**src/hdl/assert_macros.svh**
```systemverilog
// assertion macros shared by the controller RTL
`ifndef ASSERT_MACROS_SVH
`define ASSERT_MACROS_SVH

// property checked on every clock edge outside reset
`define ASSERT_RST(label, prop, msg) \
  label: assert property (@(posedge clk) disable iff (rst) prop) \
    else $error(msg);

// condition that must never hold outside reset
`define ASSERT_NEVER(label, expr, msg) \
  label: assert property (@(posedge clk) disable iff (rst) !(expr)) \
    else $error(msg);

`endif

```
**src/hdl/plic_pkg.sv**
```systemverilog
// shared constants, codes and types of the interrupt controller
`timescale 1ns / 1ps
package plic_pkg;

  // parameter defaults
  localparam int NUM_SOURCES_DEF   = 32;
  localparam int NUM_CONTEXTS_DEF  = 2;
  localparam int PRIORITY_BITS_DEF = 3;

  // upper bounds that fix the command and decode field widths
  localparam int MAX_SOURCES = 64;
  localparam int MAX_ID_W    = 6;
  localparam int MAX_CTX_W   = 2;

  // word field widths
  localparam int OP_W   = 2;
  localparam int ADDR_W = 26;
  localparam int DATA_W = 32;
  localparam int LINE_W = 32;
  localparam int IRQ_W  = 2;

  // bus operation codes
  localparam logic [OP_W-1:0] OP_IDLE  = 2'd0;
  localparam logic [OP_W-1:0] OP_READ  = 2'd1;
  localparam logic [OP_W-1:0] OP_WRITE = 2'd2;

  // register map
  localparam logic [ADDR_W-1:0] PENDING_BASE = 26'h0001000;
  localparam logic [ADDR_W-1:0] ENABLE_BASE  = 26'h0002000;
  localparam logic [ADDR_W-1:0] CTX_BASE     = 26'h0200000;
  localparam logic [11:0]       THRESH_OFF   = 12'h000;
  localparam logic [11:0]       CLAIM_OFF    = 12'h004;

  // decoded register kind
  typedef enum logic [2:0] {
    DEC_NONE    = 3'd0,
    DEC_PRIO    = 3'd1,
    DEC_PENDING = 3'd2,
    DEC_ENABLE  = 3'd3,
    DEC_THRESH  = 3'd4,
    DEC_CLAIM   = 3'd5
  } dec_kind_t;

  typedef struct packed {
    dec_kind_t            kind;
    logic [MAX_ID_W-1:0]  id;
    logic [MAX_CTX_W-1:0] ctx;
    logic                 word;
  } dec_t;

  // command broadcast to every source cell
  typedef struct packed {
    logic                 set_levels;
    logic                 prio_we;
    logic                 enable_we;
    logic                 claim;
    logic                 complete;
    logic [MAX_CTX_W-1:0] ctx;
    logic [MAX_ID_W-1:0]  id;
    logic                 word;
    logic [DATA_W-1:0]    data;
  } cmd_t;

endpackage

```
**src/hdl/plic_item_if.sv**
```systemverilog
// input channel: source levels and one bus access per word
`timescale 1ns / 1ps
interface plic_item_if;
  logic                          valid;
  logic                          ready;
  logic [plic_pkg::OP_W-1:0]     op;
  logic [plic_pkg::ADDR_W-1:0]   addr;
  logic [plic_pkg::DATA_W-1:0]   wdata;
  logic [plic_pkg::LINE_W-1:0]   source_levels;

  modport source (output valid, op, addr, wdata, source_levels, input ready);
  modport sink (input valid, op, addr, wdata, source_levels, output ready);
endinterface

```
**src/hdl/plic_result_if.sv**
```systemverilog
// output channel: read data and per-context interrupt requests
`timescale 1ns / 1ps
interface plic_result_if;
  logic                         valid;
  logic                         ready;
  logic [plic_pkg::DATA_W-1:0]  rdata;
  logic [plic_pkg::IRQ_W-1:0]   irq_request;

  modport source (output valid, rdata, irq_request, input ready);
  modport sink (input valid, rdata, irq_request, output ready);
endinterface

```
**src/hdl/plic_decode.sv**
```systemverilog
// bus address decoder for the controller register map
`timescale 1ns / 1ps
module plic_decode #(
  parameter int NUM_SOURCES  = plic_pkg::NUM_SOURCES_DEF,
  parameter int NUM_CONTEXTS = plic_pkg::NUM_CONTEXTS_DEF
) (
  input  logic [plic_pkg::ADDR_W-1:0] addr,
  output plic_pkg::dec_t              dec
);

  localparam int ENABLE_WORDS = (NUM_SOURCES + 31) / 32;

  logic [plic_pkg::ADDR_W-1:0] a;
  logic [9:0]                  id_wide;
  logic [4:0]                  pend_word;
  logic [plic_pkg::ADDR_W-1:0] en_off;
  logic [18:0]                 en_ctx;
  logic [4:0]                  en_word;
  logic [plic_pkg::ADDR_W-1:0] ctx_off;
  logic [13:0]                 ctx_sel;
  logic [11:0]                 ctx_reg;

  // region offsets
  assign a         = {addr[plic_pkg::ADDR_W-1:2], 2'b00};
  assign id_wide   = a[11:2];
  assign pend_word = a[6:2];
  assign en_off    = a - plic_pkg::ENABLE_BASE;
  assign en_ctx    = en_off[25:7];
  assign en_word   = en_off[6:2];
  assign ctx_off   = a - plic_pkg::CTX_BASE;
  assign ctx_sel   = ctx_off[25:12];
  assign ctx_reg   = ctx_off[11:0];

  // region select
  always_comb begin
    dec.kind = plic_pkg::DEC_NONE;
    dec.id   = id_wide[plic_pkg::MAX_ID_W-1:0];
    dec.ctx  = '0;
    dec.word = 1'b0;
    if (a < plic_pkg::PENDING_BASE) begin
      if (id_wide != '0 && id_wide < 10'(NUM_SOURCES)) begin
        dec.kind = plic_pkg::DEC_PRIO;
      end
    end else if (a < plic_pkg::ENABLE_BASE) begin
      dec.word = pend_word[0];
      if (a[11:7] == '0 && pend_word < 5'(ENABLE_WORDS)) begin
        dec.kind = plic_pkg::DEC_PENDING;
      end
    end else if (a < plic_pkg::CTX_BASE) begin
      dec.word = en_word[0];
      dec.ctx  = en_ctx[plic_pkg::MAX_CTX_W-1:0];
      if (en_ctx < 19'(NUM_CONTEXTS) && en_word < 5'(ENABLE_WORDS)) begin
        dec.kind = plic_pkg::DEC_ENABLE;
      end
    end else begin
      dec.ctx = ctx_sel[plic_pkg::MAX_CTX_W-1:0];
      if (ctx_sel < 14'(NUM_CONTEXTS)) begin
        if (ctx_reg == plic_pkg::THRESH_OFF) begin
          dec.kind = plic_pkg::DEC_THRESH;
        end else if (ctx_reg == plic_pkg::CLAIM_OFF) begin
          dec.kind = plic_pkg::DEC_CLAIM;
        end
      end
    end
  end

endmodule

```
**src/hdl/plic_cell.sv**
```systemverilog
// one interrupt source: its state and one stage of the claim arbitration chain
`timescale 1ns / 1ps
module plic_cell #(
  parameter int ID            = 1,
  parameter int NUM_CONTEXTS  = plic_pkg::NUM_CONTEXTS_DEF,
  parameter int PRIORITY_BITS = plic_pkg::PRIORITY_BITS_DEF,
  parameter int SRC_W         = 5
) (
  input  logic                                       clk,
  input  logic                                       rst,
  input  plic_pkg::cmd_t                             cmd,
  input  logic [NUM_CONTEXTS-1:0][PRIORITY_BITS-1:0] best_prio_in,
  input  logic [NUM_CONTEXTS-1:0][SRC_W-1:0]         best_id_in,
  output logic [NUM_CONTEXTS-1:0][PRIORITY_BITS-1:0] best_prio_out,
  output logic [NUM_CONTEXTS-1:0][SRC_W-1:0]         best_id_out,
  output logic [PRIORITY_BITS-1:0]                   prio,
  output logic                                       pending,
  output logic                                       in_flight,
  output logic [NUM_CONTEXTS-1:0]                    enable
);

  localparam int CTX_W    = (NUM_CONTEXTS > 1) ? $clog2(NUM_CONTEXTS) : 1;
  localparam int LINE_BIT = ID % 32;
  localparam bit HAS_LINE = (ID < plic_pkg::LINE_W);
  localparam logic WORD   = 1'(ID / 32);
  localparam logic [plic_pkg::MAX_ID_W-1:0] MY_ID = plic_pkg::MAX_ID_W'(ID);

  logic level;
  logic hit;

  assign level = HAS_LINE & cmd.data[LINE_BIT];
  assign hit   = (cmd.id == MY_ID);

  // source state updates
  always_ff @(posedge clk) begin
    if (rst) begin
      prio      <= '0;
      pending   <= 1'b0;
      in_flight <= 1'b0;
      enable    <= '0;
    end else begin
      if (cmd.set_levels && level && !in_flight) begin
        pending <= 1'b1;
      end
      if (cmd.prio_we && hit) begin
        prio <= cmd.data[PRIORITY_BITS-1:0];
      end
      if (cmd.enable_we && cmd.word == WORD) begin
        enable[cmd.ctx[CTX_W-1:0]] <= cmd.data[LINE_BIT];
      end
      if (cmd.claim && hit) begin
        pending   <= 1'b0;
        in_flight <= 1'b1;
      end
      if (cmd.complete && hit && enable[cmd.ctx[CTX_W-1:0]]) begin
        in_flight <= 1'b0;
      end
    end
  end

  // arbitration stage: take over only on a strictly higher priority
  always_ff @(posedge clk) begin
    for (int c = 0; c < NUM_CONTEXTS; c++) begin
      if (pending && enable[c] && prio > best_prio_in[c]) begin
        best_prio_out[c] <= prio;
        best_id_out[c]   <= SRC_W'(ID);
      end else begin
        best_prio_out[c] <= best_prio_in[c];
        best_id_out[c]   <= best_id_in[c];
      end
    end
  end

endmodule

```
**src/hdl/platform_interrupt_controller.sv**
```systemverilog
// top level of the platform interrupt controller
//
//   port    | dir | words carried
//   --------+-----+----------------------------------------------
//   item    | in  | op, addr, wdata, source_levels
//   result  | out | rdata, irq_request (one per item word)
//
// An item is sequenced through the source cell chain, which carries a winner
// from the first cell to the last: once before a claim, for a claim read only,
// and once after the access to form irq_request.
// Reset is synchronous and clears all priorities, enables, thresholds and
// pending and in-flight marks at once; no clearing pass follows.
// The result register frees the input side: a new item is taken while a
// result waits; the block holds its next result until the register is free.
`timescale 1ns / 1ps
`include "assert_macros.svh"
module platform_interrupt_controller #(
  parameter int NUM_SOURCES   = plic_pkg::NUM_SOURCES_DEF,
  parameter int NUM_CONTEXTS  = plic_pkg::NUM_CONTEXTS_DEF,
  parameter int PRIORITY_BITS = plic_pkg::PRIORITY_BITS_DEF
) (
  input  logic           clk,
  input  logic           rst,
  plic_item_if.sink      item,
  plic_result_if.source  result
);

  localparam int SRC_W      = $clog2(NUM_SOURCES);
  localparam int CTX_W      = (NUM_CONTEXTS > 1) ? $clog2(NUM_CONTEXTS) : 1;
  localparam int DEPTH      = NUM_SOURCES - 1;
  localparam int CNT_W      = (DEPTH > 1) ? $clog2(DEPTH) : 1;
  localparam int IRQ_CTX    = (NUM_CONTEXTS < 2) ? NUM_CONTEXTS : 2;
  localparam logic [CNT_W-1:0] SCAN_LAST = CNT_W'(DEPTH - 1);

  typedef enum logic [4:0] {
    S_IDLE       = 5'b00001,
    S_SCAN_CLAIM = 5'b00010,
    S_ACCESS     = 5'b00100,
    S_SCAN_REQ   = 5'b01000,
    S_DONE       = 5'b10000
  } state_t;

  state_t                         state;
  state_t                         state_next;
  logic [CNT_W-1:0]               scan_cnt;
  logic [CNT_W-1:0]               scan_cnt_next;
  logic [plic_pkg::OP_W-1:0]      op_q;
  logic [plic_pkg::DATA_W-1:0]    wdata_q;
  plic_pkg::dec_t                 dec_in;
  plic_pkg::dec_t                 dec_q;
  plic_pkg::cmd_t                 cmd;
  logic [plic_pkg::DATA_W-1:0]    rdata_next;
  logic [plic_pkg::DATA_W-1:0]    rdata_q;
  logic                           thresh_we;
  logic [NUM_CONTEXTS-1:0][PRIORITY_BITS-1:0] thresh;
  logic                           accept;
  logic                           load_out;
  logic                           out_valid;
  logic [plic_pkg::DATA_W-1:0]    out_rdata;
  logic [plic_pkg::IRQ_W-1:0]     out_irq;
  logic [plic_pkg::IRQ_W-1:0]     irq_next;

  // per-source views of the cell row
  logic                           pend_bit   [plic_pkg::MAX_SOURCES];
  logic                           flight_bit [plic_pkg::MAX_SOURCES];
  logic [PRIORITY_BITS-1:0]       prio_arr   [plic_pkg::MAX_SOURCES];
  logic [NUM_CONTEXTS-1:0]        en_arr     [plic_pkg::MAX_SOURCES];
  logic [plic_pkg::MAX_SOURCES-1:0]                    pend_all;
  logic [plic_pkg::MAX_SOURCES-1:0]                    flight_all;
  logic [NUM_CONTEXTS-1:0][plic_pkg::MAX_SOURCES-1:0]  en_all;

  // arbitration chain links, index 0 is the head
  logic [NUM_CONTEXTS-1:0][PRIORITY_BITS-1:0] chain_prio [NUM_SOURCES];
  logic [NUM_CONTEXTS-1:0][SRC_W-1:0]         chain_id   [NUM_SOURCES];

  logic [SRC_W-1:0]               claim_id;

  // address decode of the incoming word
  plic_decode #(
    .NUM_SOURCES  (NUM_SOURCES),
    .NUM_CONTEXTS (NUM_CONTEXTS)
  ) u_decode (
    .addr (item.addr),
    .dec  (dec_in)
  );

  // row of source cells; source zero and unused slots read as zero
  for (genvar i = 0; i < plic_pkg::MAX_SOURCES; i++) begin : g_src
    if (i > 0 && i < NUM_SOURCES) begin : g_cell
      plic_cell #(
        .ID            (i),
        .NUM_CONTEXTS  (NUM_CONTEXTS),
        .PRIORITY_BITS (PRIORITY_BITS),
        .SRC_W         (SRC_W)
      ) u_cell (
        .clk           (clk),
        .rst           (rst),
        .cmd           (cmd),
        .best_prio_in  (chain_prio[i-1]),
        .best_id_in    (chain_id[i-1]),
        .best_prio_out (chain_prio[i]),
        .best_id_out   (chain_id[i]),
        .prio          (prio_arr[i]),
        .pending       (pend_bit[i]),
        .in_flight     (flight_bit[i]),
        .enable        (en_arr[i])
      );
    end else begin : g_none
      assign prio_arr[i]   = '0;
      assign pend_bit[i]   = 1'b0;
      assign flight_bit[i] = 1'b0;
      assign en_arr[i]     = '0;
    end
  end

  // chain head: thresholds with no winner
  assign chain_prio[0] = thresh;
  assign chain_id[0]   = '0;

  // gather per-source bits into words
  always_comb begin
    for (int i = 0; i < plic_pkg::MAX_SOURCES; i++) begin
      pend_all[i]   = pend_bit[i];
      flight_all[i] = flight_bit[i];
      for (int c = 0; c < NUM_CONTEXTS; c++) begin
        en_all[c][i] = en_arr[i][c];
      end
    end
  end

  assign accept      = item.valid && item.ready;
  assign item.ready  = (state == S_IDLE);
  assign claim_id    = chain_id[NUM_SOURCES-1][dec_q.ctx[CTX_W-1:0]];
  assign load_out    = (state == S_DONE) && (!out_valid || result.ready);

  // sequencer
  always_comb begin
    state_next    = state;
    scan_cnt_next = scan_cnt;
    case (state)
      S_IDLE: begin
        scan_cnt_next = '0;
        if (accept) begin
          if (item.op == plic_pkg::OP_READ && dec_in.kind == plic_pkg::DEC_CLAIM) begin
            state_next = S_SCAN_CLAIM;
          end else begin
            state_next = S_ACCESS;
          end
        end
      end
      S_SCAN_CLAIM: begin
        scan_cnt_next = scan_cnt + 1'b1;
        if (scan_cnt == SCAN_LAST) begin
          state_next = S_ACCESS;
        end
      end
      S_ACCESS: begin
        scan_cnt_next = '0;
        state_next    = S_SCAN_REQ;
      end
      S_SCAN_REQ: begin
        scan_cnt_next = scan_cnt + 1'b1;
        if (scan_cnt == SCAN_LAST) begin
          state_next = S_DONE;
        end
      end
      S_DONE: begin
        if (load_out) begin
          state_next = S_IDLE;
        end
      end
      default: begin
        state_next = S_IDLE;
      end
    endcase
  end

  // cell commands and read data
  always_comb begin
    cmd        = '0;
    rdata_next = '0;
    thresh_we  = 1'b0;
    if (state == S_IDLE) begin
      cmd.set_levels = accept;
      cmd.data       = item.source_levels;
    end else if (state == S_ACCESS) begin
      cmd.data = wdata_q;
      cmd.ctx  = dec_q.ctx;
      cmd.id   = dec_q.id;
      cmd.word = dec_q.word;
      case (dec_q.kind)
        plic_pkg::DEC_PRIO: begin
          if (op_q == plic_pkg::OP_READ) begin
            rdata_next = plic_pkg::DATA_W'(prio_arr[dec_q.id]);
          end
          cmd.prio_we = (op_q == plic_pkg::OP_WRITE);
        end
        plic_pkg::DEC_PENDING: begin
          if (op_q == plic_pkg::OP_READ) begin
            rdata_next = dec_q.word ? pend_all[63:32] : pend_all[31:0];
          end
        end
        plic_pkg::DEC_ENABLE: begin
          if (op_q == plic_pkg::OP_READ) begin
            rdata_next = dec_q.word ? en_all[dec_q.ctx[CTX_W-1:0]][63:32]
                                    : en_all[dec_q.ctx[CTX_W-1:0]][31:0];
          end
          cmd.enable_we = (op_q == plic_pkg::OP_WRITE);
        end
        plic_pkg::DEC_THRESH: begin
          if (op_q == plic_pkg::OP_READ) begin
            rdata_next = plic_pkg::DATA_W'(thresh[dec_q.ctx[CTX_W-1:0]]);
          end
          thresh_we = (op_q == plic_pkg::OP_WRITE);
        end
        plic_pkg::DEC_CLAIM: begin
          if (op_q == plic_pkg::OP_READ) begin
            rdata_next = plic_pkg::DATA_W'(claim_id);
            cmd.claim  = (claim_id != '0);
            cmd.id     = plic_pkg::MAX_ID_W'(claim_id);
          end else if (op_q == plic_pkg::OP_WRITE) begin
            cmd.complete = (wdata_q != '0) && (wdata_q < plic_pkg::DATA_W'(NUM_SOURCES));
            cmd.id       = wdata_q[plic_pkg::MAX_ID_W-1:0];
          end
        end
        default: begin
          rdata_next = '0;
        end
      endcase
    end
  end

  // interrupt request per context from the settled chain
  always_comb begin
    irq_next = '0;
    for (int c = 0; c < IRQ_CTX; c++) begin
      irq_next[c] = (chain_id[NUM_SOURCES-1][c] != '0);
    end
  end

  // control registers
  always_ff @(posedge clk) begin
    if (rst) begin
      state     <= S_IDLE;
      scan_cnt  <= '0;
      thresh    <= '0;
      out_valid <= 1'b0;
    end else begin
      state    <= state_next;
      scan_cnt <= scan_cnt_next;
      if (thresh_we) begin
        thresh[dec_q.ctx[CTX_W-1:0]] <= wdata_q[PRIORITY_BITS-1:0];
      end
      if (load_out) begin
        out_valid <= 1'b1;
      end else if (result.ready) begin
        out_valid <= 1'b0;
      end
    end
  end

  // item and result payload
  always_ff @(posedge clk) begin
    if (accept) begin
      op_q    <= item.op;
      wdata_q <= item.wdata;
      dec_q   <= dec_in;
    end
    if (state == S_ACCESS) begin
      rdata_q <= rdata_next;
    end
    if (load_out) begin
      out_rdata <= rdata_q;
      out_irq   <= irq_next;
    end
  end

  assign result.valid       = out_valid;
  assign result.rdata       = out_rdata;
  assign result.irq_request = out_irq;

  // checks
  `ASSERT_NEVER(a_pend_and_flight, |(pend_all & flight_all), "source both pending and in flight")
  `ASSERT_RST(a_claim_marks, cmd.claim |=> flight_all[$past(cmd.id)], "claimed source not in flight")
  `ASSERT_RST(a_claim_beats, cmd.claim |-> prio_arr[cmd.id] > thresh[dec_q.ctx[CTX_W-1:0]], "claim winner below threshold")

endmodule

```
**src/flat_wrapper.sv**
```systemverilog
// flat-port wrapper written by rule: the top's interface ports become plain ports
module platform_interrupt_controller_flat 
#(
  parameter int NUM_SOURCES   = plic_pkg::NUM_SOURCES_DEF,
  parameter int NUM_CONTEXTS  = plic_pkg::NUM_CONTEXTS_DEF,
  parameter int PRIORITY_BITS = plic_pkg::PRIORITY_BITS_DEF
)
  (clk, rst, item_valid, item_op, item_addr, item_wdata, item_source_levels, item_ready, result_valid, result_rdata, result_irq_request, result_ready);
  plic_item_if item_i ();
  plic_result_if result_i ();
  input  logic clk;
  input  logic rst;
  input wire logic [$bits(item_i.valid)-1:0] item_valid;
  input wire logic [$bits(item_i.op)-1:0] item_op;
  input wire logic [$bits(item_i.addr)-1:0] item_addr;
  input wire logic [$bits(item_i.wdata)-1:0] item_wdata;
  input wire logic [$bits(item_i.source_levels)-1:0] item_source_levels;
  output wire logic [$bits(item_i.ready)-1:0] item_ready;
  output wire logic [$bits(result_i.valid)-1:0] result_valid;
  output wire logic [$bits(result_i.rdata)-1:0] result_rdata;
  output wire logic [$bits(result_i.irq_request)-1:0] result_irq_request;
  input wire logic [$bits(result_i.ready)-1:0] result_ready;
  assign item_i.valid = item_valid;
  assign item_i.op = item_op;
  assign item_i.addr = item_addr;
  assign item_i.wdata = item_wdata;
  assign item_i.source_levels = item_source_levels;
  assign item_ready = item_i.ready;
  assign result_valid = result_i.valid;
  assign result_rdata = result_i.rdata;
  assign result_irq_request = result_i.irq_request;
  assign result_i.ready = result_ready;
  platform_interrupt_controller #(.NUM_SOURCES(NUM_SOURCES), .NUM_CONTEXTS(NUM_CONTEXTS), .PRIORITY_BITS(PRIORITY_BITS)) u_core (.clk(clk), .rst(rst), .item(item_i), .result(result_i));
endmodule
```
**config.mk**
```make
export PLATFORM = sky130hd
export DESIGN_NAME = platform_interrupt_controller_flat
export DESIGN_NICKNAME = d
export VERILOG_FILES = /design/src/hdl/plic_pkg.sv /design/src/hdl/plic_item_if.sv /design/src/hdl/plic_result_if.sv /design/src/hdl/plic_decode.sv /design/src/hdl/plic_cell.sv /design/src/hdl/platform_interrupt_controller.sv /design/src/flat_wrapper.sv
export VERILOG_INCLUDE_DIRS = /design/src /design/src/hdl
export SDC_FILE = /design/constraint.sdc
export NUM_CORES = 1
export LEC_CHECK = 0
export BUFFER_PORTS_ARGS = -buffer_cell sky130_fd_sc_hd__buf_2
export CAP_MARGIN = 25
export CORE_ASPECT_RATIO = 0.75
export CORE_MARGIN = 1.5
export CORE_UTILIZATION = 65
export DETAILED_ROUTE_END_ITERATION = 10
export HOLD_SLACK_MARGIN = 0.15
export PLACE_DENSITY_LB_ADDON = 0.15
export SKIP_CTS_REPAIR_TIMING = 1
export SYNTH_ARGS = -nofsm -noshare
export SYNTH_HDL_FRONTEND = slang
export SYNTH_HIERARCHICAL = 1
export SYNTH_SLANG_ARGS = --single-unit
```
**constraint.sdc**
```tcl
create_clock -name clk -period 15.46 [get_ports clk]
set_input_delay 2.319 -clock clk [delete_from_list [all_inputs] [get_ports clk]]
set_output_delay 2.319 -clock clk [all_outputs]
set_load 0.1 [all_outputs]
```
==> results <==
- The switching power of the nets is about 1.2 mW.
- The run finished with clean final reports.
- For this configuration, the core starts out at a cell density of 66.4%.
- The fmax is 0.207 GHz.
- Summing all flip-flop and latch instances after layout gives around 0.018 mm^2.
- After floorplanning, the core was divided into 73 placement rows.
- The number of filler instances in the final layout is 3600.
- The critical path start-end classification is register to output pin.
- In the layout the commonest cells are sky130_fd_sc_hd__dfxtp_1 (724), sky130_fd_sc_hd__nor2_1 (317), sky130_fd_sc_hd__inv_1 (262).
- Once detail routing completed, the nets flagged for antenna violations numbered 0.
- The switching power as a share of total power is between 20% and 30%.
- The type of element launching the critical path is a register.
- The final hold violation count is 0.
- The clock transition at the registers of the reported paths is approximately 70 ps.
- The area of combinational cells with multiple inputs is 0.0166 mm^2.
- The CTS tree is yes.
- The combinational power share is under 10%.
- The final max-slew violation count is 0.
- The area of the core is 0.0534 mm^2.
- The clock drives ~840 sinks.
- The cell area power density is roughly 120 mW/mm^2.
- The instance count after placement with tap cells included is 4052.
- Across the VDD grid, the largest voltage drop is 0.122 mV.
- The final critical path takes up 31.2% of the cycle.
- The congestion estimate from routability-driven global placement came to 0.880.
- The total setup violations reported at the end of the flow is 0.
- The data arrival at the endpoint of the critical path is 2510 ps.
- In this run, the number of DRC markers left after iteration 0 of detailed routing was between 2000 and 2500.
- The floorplan step set the die width to between 200 and 300 um.
- Setup repair after global routing left no endpoint under its margin.
- The post-detailed-route wirelength per cell is 22.1 um.
- For this design the top-level I/O count stands at about 130.
- The die covers 0.0560 mm^2.
- The filler-free cell count of the finished design is 4195.
- In the final timing run, aggregate negative setup slack is 0 ps.
- The number of levels the H-tree was split into is 3.
- The number of vias after detailed routing is 25647.
- After routing the design area is between 0.03 and 0.04 mm^2.
- The remaining max-slew budget at the tightest pin is 21.2%.
- The overall overflow remaining after global route is 0.
- The clock period could shrink to 4830 ps.
- The buffer levels on the longest clock path is 3.
- The type of the tightest min-delay check is register to register.
- The number of buffers created by CTS is 78.
- Cell internal power was estimated by the tool at around 3.5 mW.
- Cells fill between 70% and 80% of the core in the end.
- The placed wire-length estimate after detailed placement is around 62000 um.
- The part of the total power dissipated in the clock network is 40.9%.
- The worst-margin pin slew is 1170 ps.
- For this run, design rule violations remaining after detail routing come to 0.
- The leading cell type in the layout, fill and taps excluded is sky130_fd_sc_hd__dfxtp_1.
- The worst setup path is captured at an output pin.
- Of the cells placed in the final design, the portion with a size suffix greater than 1 is a little under a fifth.
- The initial antenna violation count is 2.
- Across the routed clock network, the largest skew measured is 26.2 ps.
- In this run the tool buffered the top-level ports with 129 buffer cells.
- The number of nets in the final layout is 3710.
- Before antenna repair, the detailed router went through 7 iterations.
- The via count normalized by instance count is roughly 6.1.
- The required arrival time at the worst endpoint is 13140 ps.
- The first global-routing pass estimated 142000 um of wire.
- Yosys printed 6 warnings.
- Entering global routing, the biggest net connects 122 pins.
- The instance count of the mapped netlist is roughly 3200.
- A synthesized cell averages 11.0 um^2.
- CTS placed an instance of sky130_fd_sc_hd__clkbuf_16 at the clock tree root.
- The area growth from synthesis to layout is 12.2%.
- The number of antenna diodes in the final layout is 0.
- The cell area after synthesis is around 0.035 mm^2.
- The maximum fanout along the worst path is 7.
- Across every metal layer, demand over resource in global routing totals 33.0%.
- The vertical die dimension is 205 um.
- The post-detailed-routing wire length is 92800 um.
- The number of maximum-capacitance constraint violations is 0.
- Sequential cells account for 50.1% of the total power.
- The post-place instance area is approximately 0.037 mm^2.
- The clock latency of the later-clocked register in the worst-skew pair is about 630 ps.
- The number of global-route vias before repair came to 25397.
- The leakage power figure is ~16 nW.
-- power by group through the flow --
stage | Combinational [mW] | Sequential (mW) | Clock [mW]
6_report | 0.419 | 2.34 | 1.91
5_1_grt | 0.435 | 2.35 | 2.02
4_1_cts | 0.406 | 2.34 | 1.93
3_5_place_dp | 0.403 | 2.39 | 0
3_3_place_gp | 0.393 | 2.39 | 0
2_1_floorplan | 0.248 | 2.36 | 0
-- layout make-up --
| cell class | instances | share of cell area [%] |
|---|---|---|
| well taps | 712 | 2.24 |
| multi-input cells | 2082 | 41.7 |
| inverters | 264 | 2.50 |
| clock buffers | 110 | 5.72 |
| clock inverters | 30 | 0.713 |
| flip-flops and latches | 835 | 44.8 |
| repair buffers | 162 | 2.33 |
-- routing by layer --
metal  GRT usage [%]  routed length [um]  vias up
met3            9.14                9530      206
li1                -                   -    11834
met2            49.5               39700     1212
met5               0                  13        -
met4            11.4                2790        2
met1            45.9               40800    12393
-- critical path, stage by stage, from the launching register on --
cell and delay [ps]:
sky130_fd_sc_hd__dfxtp_1 360, sky130_fd_sc_hd__or3_1 400, sky130_fd_sc_hd__or3b_1 510, sky130_fd_sc_hd__inv_4 150
sky130_fd_sc_hd__buf_2 450
-- final timing paths --
kind	slack, ps	cells after the start	to	start
setup reg to reg	11440	10	u_core/g_src[23].g_cell.u_cell/prio[1]	u_core/dec_q[1]
hold reg to reg	400	1	u_core/g_src[31].g_cell.u_cell/best_id_out[5]	u_core/g_src[30].g_cell.u_cell/best_id_out[5]
setup / recovery	10630	4	item_ready	u_core/state[4]
hold / removal	400	1	u_core/g_src[31].g_cell.u_cell/best_id_out[5]	u_core/g_src[30].g_cell.u_cell/best_id_out[5]
-- state kept, by name, indices dropped and copies added, names as in the netlist, 11 cells and up --
register and count:
u_core/wdata_q 32, u_core/g_src.g_cell.u_cell/in_flight 31, u_core/g_src.g_cell.u_cell/best_id_out 310, u_core/result.rdata 32, u_core/g_src.g_cell.u_cell/prio 93, u_core/g_src.g_cell.u_cell/enable 62, u_core/g_src.g_cell.u_cell/pending 31, u_core/dec_q 11
u_core/rdata_q 32, u_core/g_src.g_cell.u_cell/best_prio_out 180
-- stage by stage --
| step | total power [mW] | setup slack, ps | hold WS (ps) |
|---|---|---|---|
| floorplan | 2.61 | 5530 | 385 |
| finish | 4.68 | 10630 | 404 |
| global route | 4.80 | 10550 | 416 |
| detailed placement | 2.79 | 10750 | 392 |
| global placement | 2.78 | 10760 | 389 |
| CTS | 4.68 | 10600 | 404 |
Note: power is estimated with default switching activity, not from simulation.
